File: src/apts_pkg.sv
`timescale 1ns / 1ps

package apts_pkg;

  // item kinds
  localparam logic MODE_ADD  = 1'b0;
  localparam logic MODE_TICK = 1'b1;

  // result codes
  localparam logic [2:0] STAT_IDLE     = 3'd0;
  localparam logic [2:0] STAT_RAN      = 3'd1;
  localparam logic [2:0] STAT_FINISHED = 3'd2;
  localparam logic [2:0] STAT_ADDED    = 3'd3;
  localparam logic [2:0] STAT_REJECTED = 3'd4;

  localparam logic [7:0] DECR_RESET = 8'd1;

  // one task slot as held in the table memory
  typedef struct packed {
    logic [7:0]         label;
    logic signed [15:0] prio;
    logic [15:0]        rem;
    logic [31:0]        arrival;
    logic [31:0]        seq;
  } entry_t;

  typedef enum logic [1:0] {
    S_IDLE,
    S_SCAN,
    S_DRAIN,
    S_EXEC
  } state_t;

  // controller to datapath
  typedef struct packed {
    logic load;
    logic rd;
    logic exec;
  } cmd_t;

  // datapath to controller
  typedef struct packed {
    logic last;
  } stat_t;

endpackage

File: src/apts_ctrl.sv
`timescale 1ns / 1ps

module apts_ctrl (
  input  logic            clk,
  input  logic            rst,
  input  logic            start,
  input  apts_pkg::stat_t stat,
  output apts_pkg::cmd_t  cmd,
  output logic            busy
);

  apts_pkg::state_t state;
  apts_pkg::state_t state_next;

  always_ff @(posedge clk) begin
    if (rst) begin
      state <= apts_pkg::S_IDLE;
    end else begin
      state <= state_next;
    end
  end

  always_comb begin
    state_next = state;
    unique case (state)
      apts_pkg::S_IDLE: begin
        if (start) state_next = apts_pkg::S_SCAN;
      end
      apts_pkg::S_SCAN: begin
        if (stat.last) state_next = apts_pkg::S_DRAIN;
      end
      apts_pkg::S_DRAIN: begin
        state_next = apts_pkg::S_EXEC;
      end
      apts_pkg::S_EXEC: begin
        state_next = apts_pkg::S_IDLE;
      end
      default: begin
        state_next = apts_pkg::S_IDLE;
      end
    endcase
  end

  always_comb begin
    cmd  = '0;
    busy = 1'b1;
    unique case (state)
      apts_pkg::S_IDLE: begin
        busy     = 1'b0;
        cmd.load = start;
      end
      apts_pkg::S_SCAN: begin
        cmd.rd = 1'b1;
      end
      apts_pkg::S_DRAIN: begin
        cmd = '0;
      end
      apts_pkg::S_EXEC: begin
        cmd.exec = 1'b1;
      end
      default: begin
        busy = 1'b1;
      end
    endcase
  end

endmodule

File: src/apts_dp.sv
`timescale 1ns / 1ps

module apts_dp #(
  parameter int NUM_TASKS = 16
) (
  input  logic               clk,
  input  logic               rst,
  input  apts_pkg::cmd_t     cmd,
  output apts_pkg::stat_t    stat,
  input  logic               cfg_we,
  input  logic [7:0]         cfg_wdata,
  input  logic               mode,
  input  logic [7:0]         task_id,
  input  logic [15:0]        service_time,
  input  logic signed [15:0] priority_req,
  output logic               done,
  output logic [2:0]         status,
  output logic [7:0]         ran_task,
  output logic [15:0]        remaining,
  output logic [31:0]        finish_time,
  output logic [31:0]        turnaround
);

  localparam int IDX_W = $clog2(NUM_TASKS);
  localparam logic [IDX_W-1:0] LAST_IDX = IDX_W'(NUM_TASKS - 1);

  // task table
  apts_pkg::entry_t table_mem [NUM_TASKS];
  apts_pkg::entry_t rd_q;
  logic [NUM_TASKS-1:0] valid;

  logic [7:0]  decr;
  logic [31:0] cur_time;
  logic [31:0] ins_cnt;

  // latched request
  logic               mode_q;
  logic [7:0]         label_q;
  logic [15:0]        svc_q;
  logic signed [15:0] prio_q;

  // scan
  logic [IDX_W-1:0] addr;
  logic [IDX_W-1:0] cmp_idx;
  logic             cmp_en;
  logic             cand_valid;

  logic             best_found;
  logic [IDX_W-1:0] best_idx;
  apts_pkg::entry_t best;
  logic             free_found;
  logic [IDX_W-1:0] free_idx;

  logic             better;
  logic [15:0]      rem_dec;
  logic signed [16:0] prio_wide;
  logic [15:0]      prio_sat;
  logic [31:0]      fin;
  logic [31:0]      turn;
  logic             wr_en;
  logic [IDX_W-1:0] wr_idx;
  apts_pkg::entry_t wr_data;
  logic             add_ok;

  assign stat.last = (addr == LAST_IDX);

  assign better = cand_valid &&
                  (!best_found || (rd_q.prio > best.prio) ||
                   ((rd_q.prio == best.prio) && (rd_q.seq < best.seq)));

  // aging with saturation at the most negative priority
  assign rem_dec   = best.rem - 16'd1;
  assign prio_wide = {best.prio[15], best.prio} - $signed({9'b0, decr});
  assign prio_sat  = (prio_wide[16] != prio_wide[15]) ? 16'h8000 : prio_wide[15:0];
  assign fin       = cur_time + 32'd1;
  assign turn      = cur_time + 32'd1 - best.arrival;
  assign add_ok    = free_found && (svc_q != 16'd0);

  always_comb begin
    wr_en   = 1'b0;
    wr_idx  = free_idx;
    wr_data = '{label: label_q, prio: prio_q, rem: svc_q, arrival: cur_time, seq: ins_cnt};
    if (cmd.exec) begin
      if (mode_q == apts_pkg::MODE_ADD) begin
        wr_en = add_ok;
      end else if (best_found && (rem_dec != 16'd0)) begin
        wr_en   = 1'b1;
        wr_idx  = best_idx;
        wr_data = '{label: best.label, prio: prio_sat, rem: rem_dec,
                    arrival: best.arrival, seq: ins_cnt};
      end
    end
  end

  always_ff @(posedge clk) begin
    if (wr_en) begin
      table_mem[wr_idx] <= wr_data;
    end
    if (cmd.rd) begin
      rd_q <= table_mem[addr];
    end
  end

  always_ff @(posedge clk) begin
    if (cmd.load) begin
      mode_q  <= mode;
      label_q <= task_id;
      svc_q   <= service_time;
      prio_q  <= priority_req;
    end
    if (cmd.rd) begin
      cmp_idx    <= addr;
      cand_valid <= valid[addr];
    end
    if (cmp_en && better) begin
      best_idx <= cmp_idx;
      best     <= rd_q;
    end
    if (cmp_en && !cand_valid && !free_found) begin
      free_idx <= cmp_idx;
    end
  end

  always_ff @(posedge clk) begin
    if (rst) begin
      valid      <= '0;
      decr       <= apts_pkg::DECR_RESET;
      cur_time   <= '0;
      ins_cnt    <= '0;
      addr       <= '0;
      cmp_en     <= 1'b0;
      best_found <= 1'b0;
      free_found <= 1'b0;
      done       <= 1'b0;
    end else begin
      if (cfg_we) begin
        decr <= cfg_wdata;
      end
      cmp_en <= cmd.rd;
      done   <= cmd.exec;
      if (cmd.load) begin
        addr       <= '0;
        best_found <= 1'b0;
        free_found <= 1'b0;
      end else begin
        if (cmd.rd) begin
          addr <= addr + IDX_W'(1);
        end
        if (cmp_en && better) begin
          best_found <= 1'b1;
        end
        if (cmp_en && !cand_valid) begin
          free_found <= 1'b1;
        end
      end
      if (cmd.exec) begin
        if (mode_q == apts_pkg::MODE_ADD) begin
          if (add_ok) begin
            valid[free_idx] <= 1'b1;
            ins_cnt         <= ins_cnt + 32'd1;
          end
        end else begin
          cur_time <= cur_time + 32'd1;
          if (best_found) begin
            if (rem_dec == 16'd0) begin
              valid[best_idx] <= 1'b0;
            end else begin
              ins_cnt <= ins_cnt + 32'd1;
            end
          end
        end
      end
    end
  end

  // result register
  always_ff @(posedge clk) begin
    if (cmd.exec) begin
      status      <= apts_pkg::STAT_IDLE;
      ran_task    <= '0;
      remaining   <= '0;
      finish_time <= '0;
      turnaround  <= '0;
      if (mode_q == apts_pkg::MODE_ADD) begin
        ran_task <= label_q;
        if (add_ok) begin
          status    <= apts_pkg::STAT_ADDED;
          remaining <= svc_q;
        end else begin
          status <= apts_pkg::STAT_REJECTED;
        end
      end else if (best_found) begin
        ran_task <= best.label;
        if (rem_dec == 16'd0) begin
          status      <= apts_pkg::STAT_FINISHED;
          finish_time <= fin;
          turnaround  <= turn;
        end else begin
          status    <= apts_pkg::STAT_RAN;
          remaining <= rem_dec;
        end
      end
    end
  end

endmodule

File: src/aging_priority_task_scheduler.sv
`timescale 1ns / 1ps

// preemptive priority scheduler with aging, NUM_TASKS slots. a request is
// taken when start is high and busy is low: mode 0 adds a task (task_id,
// service_time, signed priority_req) into the lowest free slot, mode 1 is one
// time tick that runs the waiting task of highest priority for one unit (ties
// to the earliest queue entry). every request gives exactly one result, shown
// for one cycle with done high; the receiver cannot stall, so the result must
// be taken in that cycle. busy stays high through the slot scan, last compare
// and execute step, and no new request is taken while it is high. the scan
// reads one table entry per cycle through the single read port of the task
// memory. priority_decrement is written through cfg_we / cfg_wdata; the user
// must write it only while no request is in flight; the block does not check.

module aging_priority_task_scheduler #(
  parameter int NUM_TASKS = 16
) (
  input  logic               clk,
  input  logic               rst,
  // request
  input  logic               start,
  output logic               busy,
  input  logic               mode,
  input  logic [7:0]         task_id,
  input  logic [15:0]        service_time,
  input  logic signed [15:0] priority_req,
  // priority_decrement register
  input  logic               cfg_we,
  input  logic [7:0]         cfg_wdata,
  // result
  output logic               done,
  output logic [2:0]         status,
  output logic [7:0]         ran_task,
  output logic [15:0]        remaining,
  output logic [31:0]        finish_time,
  output logic [31:0]        turnaround
);

  apts_pkg::cmd_t  cmd;
  apts_pkg::stat_t stat;

  // sequencer: idle, slot scan, last compare, execute
  apts_ctrl u_ctrl (
    .clk   (clk),
    .rst   (rst),
    .start (start),
    .stat  (stat),
    .cmd   (cmd),
    .busy  (busy)
  );

  // task table, best/free search, aging and result register
  apts_dp #(
    .NUM_TASKS (NUM_TASKS)
  ) u_dp (
    .clk          (clk),
    .rst          (rst),
    .cmd          (cmd),
    .stat         (stat),
    .cfg_we       (cfg_we),
    .cfg_wdata    (cfg_wdata),
    .mode         (mode),
    .task_id      (task_id),
    .service_time (service_time),
    .priority_req (priority_req),
    .done         (done),
    .status       (status),
    .ran_task     (ran_task),
    .remaining    (remaining),
    .finish_time  (finish_time),
    .turnaround   (turnaround)
  );

endmodule

File: config.mk
export PLATFORM = sky130hd
export DESIGN_NAME = aging_priority_task_scheduler
export DESIGN_NICKNAME = d
export VERILOG_FILES = /design/src/apts_pkg.sv /design/src/apts_ctrl.sv /design/src/apts_dp.sv /design/src/aging_priority_task_scheduler.sv
export SDC_FILE = /design/constraint.sdc
export NUM_CORES = 2
export LEC_CHECK = 0
export BUFFER_PORTS_ARGS = -buffer_cell sky130_fd_sc_hd__clkbuf_2
export CORE_MARGIN = 4
export CORE_UTILIZATION = 56
export DETAILED_ROUTE_END_ITERATION = 16
export PLACE_DENSITY_LB_ADDON = 0.12
export SLEW_MARGIN = 20
export SYNTH_ARGS = -nofsm -noshare
export SYNTH_HDL_FRONTEND = slang
export SYNTH_HIERARCHICAL = 1
export SYNTH_SLANG_ARGS = --single-unit
File: constraint.sdc
create_clock -name clk -period 11.4 [get_ports clk]
set_input_delay 2.28 -clock clk [delete_from_list [all_inputs] [get_ports clk]]
set_output_delay 2.28 -clock clk [all_outputs]
set_load 0.05 [all_outputs]
==> run metrics <==
status completed; Peak Freq approximately 180 MHz; top_reg_cell synth edfxtp_1; initial antenna violation count 4; WP data arrival 5.99 ns; Post-synth top cells edfxtp_1, mux4_2, nand2_1; Startpoint Class register; IO Pins 146; setup TNS 0 ns; top layer in use met5; die area between 150000 and 200000 µm²; drt total wl 189000 µm; Sw Share 23.2%; Yosys warnings 6; total CTS buffers roughly 200; H-tree levels 4; Pint between 10 and 15 mW; dpl cells roughly 6100; PD cells roughly 190 nW/µm²; top post-synthesis cells by area edfxtp_1, mux4_2, dfxtp_1, ha_1, nand2_1; drt wl/cell approximately 29 µm; detailed placer's ending HPWL roughly 100000 µm; first-pass GRT wire length 279000 µm; CP Capture Type register; WL met2 approximately 94000 µm; initial drt markers 4014; RSZ-0062 raised after global routing no; routed via count around 41000; CTS Hold Bufs 0; Logic pwr share 10.7%; Post-CTS Setup Inserts 0; critical path fanouts, max 54; critical path class reg -> reg; total core area 146000 µm²; Sw Pwr between 4 and 5 mW; CTS tree done; Finished Layout Cells about 6500; clock skew roughly 0.041 ns; nets ~4500; grt total ovfl 0; area leader, netlist edfxtp_1; Reg area between 60000 and 70000 µm²; clk buf depth 3; share of the synthesized area in the top cell type roughly 73%; Final Max Tran Viols 0; # resized after CTS 0; share of layout cells above drive strength 1 roughly a quarter; Flop pwr share 51.3%; Tcrit/Tclk final 48.8%; first-pass detailed-route iteration total 6; footprint of the multi-input gates between 15000 and 20000 µm²; Yosys reg bits roughly 2100; Seq/Total Area, Yosys about 75%; static leakage 29.9 nW; die height approximately 400 µm; CTS clk-pin slew, worst paths 0.06 ns; area grow syn2layout 12.7%; most frequent cell after synthesis edfxtp_1; Post-Synthesis Cells between 4000 and 5000; Initial Util between 50% and 60%; largest net degree at the start of global routing roughly 150; Synth Cell Area 82800 µm²; PortBufs 145; Die Width approximately 390 µm; Worst Hold Class reg -> reg; Hold Vio Cnt, Final 0; met3 WL post-DR around 13000 µm; Met1 Wirelength between 70000 and 80000 µm; Worst Max-Slew Pin Slew 1.15 ns; worst skew pair latency between 0.8 and 0.9 ns; Relative slew margins a little under a quarter; Synth async-reset ratio 0%; total of max-cap violations 0; Final setup viols 0; DRC 0; vias in the first global route between 40000 and 50000; post-route minimum period about 5.6 ns; gpl congestion roughly 0.83; fillcell total about 10000; Clock Sinks about 2100; Vias/cell approximately 6.3; Final Core Density 63.8%; Max VDD drop approximately 170 µV; clock power share a little under two fifths; clk root buf clkbuf_16; Total GRT Usage roughly a quarter; average size of a mapped cell a little over 20 µm²; Syn Nets 4250; Antenna Nets Post-Route 0; cell row count 140; Req. time, crit path approximately 12 ns; Synth cell types 71; EDFF count, synth a little over 2000
metal layers:
layer | up-vias | global-route usage, %
li1 | 17200 | -
met1 | 21600 | 36.6
met2 | 1506 | 40.8
met3 | 247 | 3.58
met4 | 4 | 5.45
met5 | - | 0
area by class of cell:
type	count	share of cell area [%]
flip-flops and latches	2115	67.0
multi-input cells	1672	20.8
clock buffers	255	5.84
well taps	1917	2.57
repair buffers	267	1.82
clock inverters	133	1.41
inverters	126	0.507
diodes	1	0.00268
worst max-delay path, cell delays in order (launching register included):
cell      delay [ns]
edfxtp_1        0.53
inv_1           0.11
ha_1            0.23
or3b_1          0.52
nor4_1          0.39
nor4b_1         0.12
nand4_1         0.22
o31ai_2         0.19
buf_4           0.28
nor2_4          0.07
buf_4           0.43
a32o_4          1.05
buf_4           0.96
power groups by stage:
| stage | clock network (mW) | registers, mW | logic [mW] |
|---|---|---|---|
| after floorplan | 0 | 9.22 | 1.33 |
| after global placement | 0 | 9.21 | 1.90 |
| after detailed placement | 0 | 9.21 | 1.92 |
| after CTS | 6.84 | 9.05 | 1.93 |
| after global routing | 7.19 | 9.07 | 2.05 |
| final | 6.72 | 9.05 | 1.89 |
placed cells by master, fill, tap and decap left out, types with 9 or more instances in the layout:
master / netlist / layout
buf_4: 0 / 119
clkinv_1: 0 / 49
mux4_2: 525 / 525
a211oi_1: 20 / 20
xnor2_1: 64 / 64
inv_1: 126 / 126
nand4_1: 25 / 25
clkbuf_16: 0 / 206
o21ai_4: 0 / 9
ha_1: 97 / 95
a21o_1: 27 / 27
nand2b_1: 9 / 9
nor3_1: 16 / 16
or3_1: 14 / 14
xor2_1: 68 / 68
clkinv_2: 0 / 39
bufinv_16: 0 / 19
and2_1: 15 / 14
edfxtp_1: 2017 / 2017
clkbuf_1: 130 / 38
o21ai_0: 129 / 106
a21oi_1: 79 / 79
a31oi_1: 11 / 11
and3_1: 15 / 15
nor2b_1: 49 / 48
clkbuf_2: 1 / 144
nand2_1: 188 / 188
nor2_1: 152 / 151
clkbuf_8: 0 / 11
nor4_1: 12 / 12
dfxtp_1: 98 / 94
nand3_1: 38 / 38
cells by family (layout without fill, tap and decap cells):
group / count (synthesis) / in the layout / share of synthesized area [%]
AO/OA/AOI/OAI: 336 / 336 / 2.46
XOR/XNOR: 133 / 133 / 1.42
adder cells (fa/ha/maj): 99 / 99 / 1.51
buffers and inverters: 311 / 781 / 1.43
flip-flops: 2115 / 2115 / 75.5
multiplexers: 535 / 535 / 14.4
other: 0 / 1 / 0
AND/OR/NAND/NOR: 569 / 569 / 3.31
worst paths after layout:
path / depth (start not counted) / slack [ns] / start / endpoint
setup reg to reg: 12 / 5.83 / u_dp/best[64] / u_dp/table_mem[3][70]
hold reg to reg: 0 / 0.41 / u_dp/rd_q[103] / u_dp/best[103]
setup / recovery: 12 / 5.83 / u_dp/best[64] / u_dp/table_mem[3][70]
hold / removal: 0 / 0.41 / u_dp/rd_q[103] / u_dp/best[103]
through the flow:
step / power, mW / setup WS (ns) / hold WS (ns) / cell area (µm²)
after floorplan: 10.5 / -0.199 / 0.400 / 82800
after global placement: 11.1 / 5.89 / 0.401 / 86500
after detailed placement: 11.1 / 5.87 / 0.405 / 86500
after CTS: 17.8 / 5.80 / 0.417 / 93300
after global routing: 18.3 / 5.57 / 0.423 / 93300
final: 17.7 / 5.83 / 0.413 / 93300
registers in the layout, indices dropped and copies added, names as in the netlist, 2 cells and up:
signal	count
u_dp/status	3
u_dp/best_idx	4
u_dp/decr	8
u_dp/ran_task	8
u_dp/best	104
u_dp/label_q	8
u_ctrl/state	2
u_dp/table_mem	1664
u_dp/addr	4
u_dp/rd_q	104
u_dp/prio_q	16
u_dp/ins_cnt	32
u_dp/turnaround	32
u_dp/remaining	16
u_dp/finish_time	32
u_dp/free_idx	4
u_dp/valid	16
u_dp/svc_q	16
u_dp/cur_time	32
u_dp/cmp_idx	4
No activity file was read; power rests on OpenSTA's default activity.
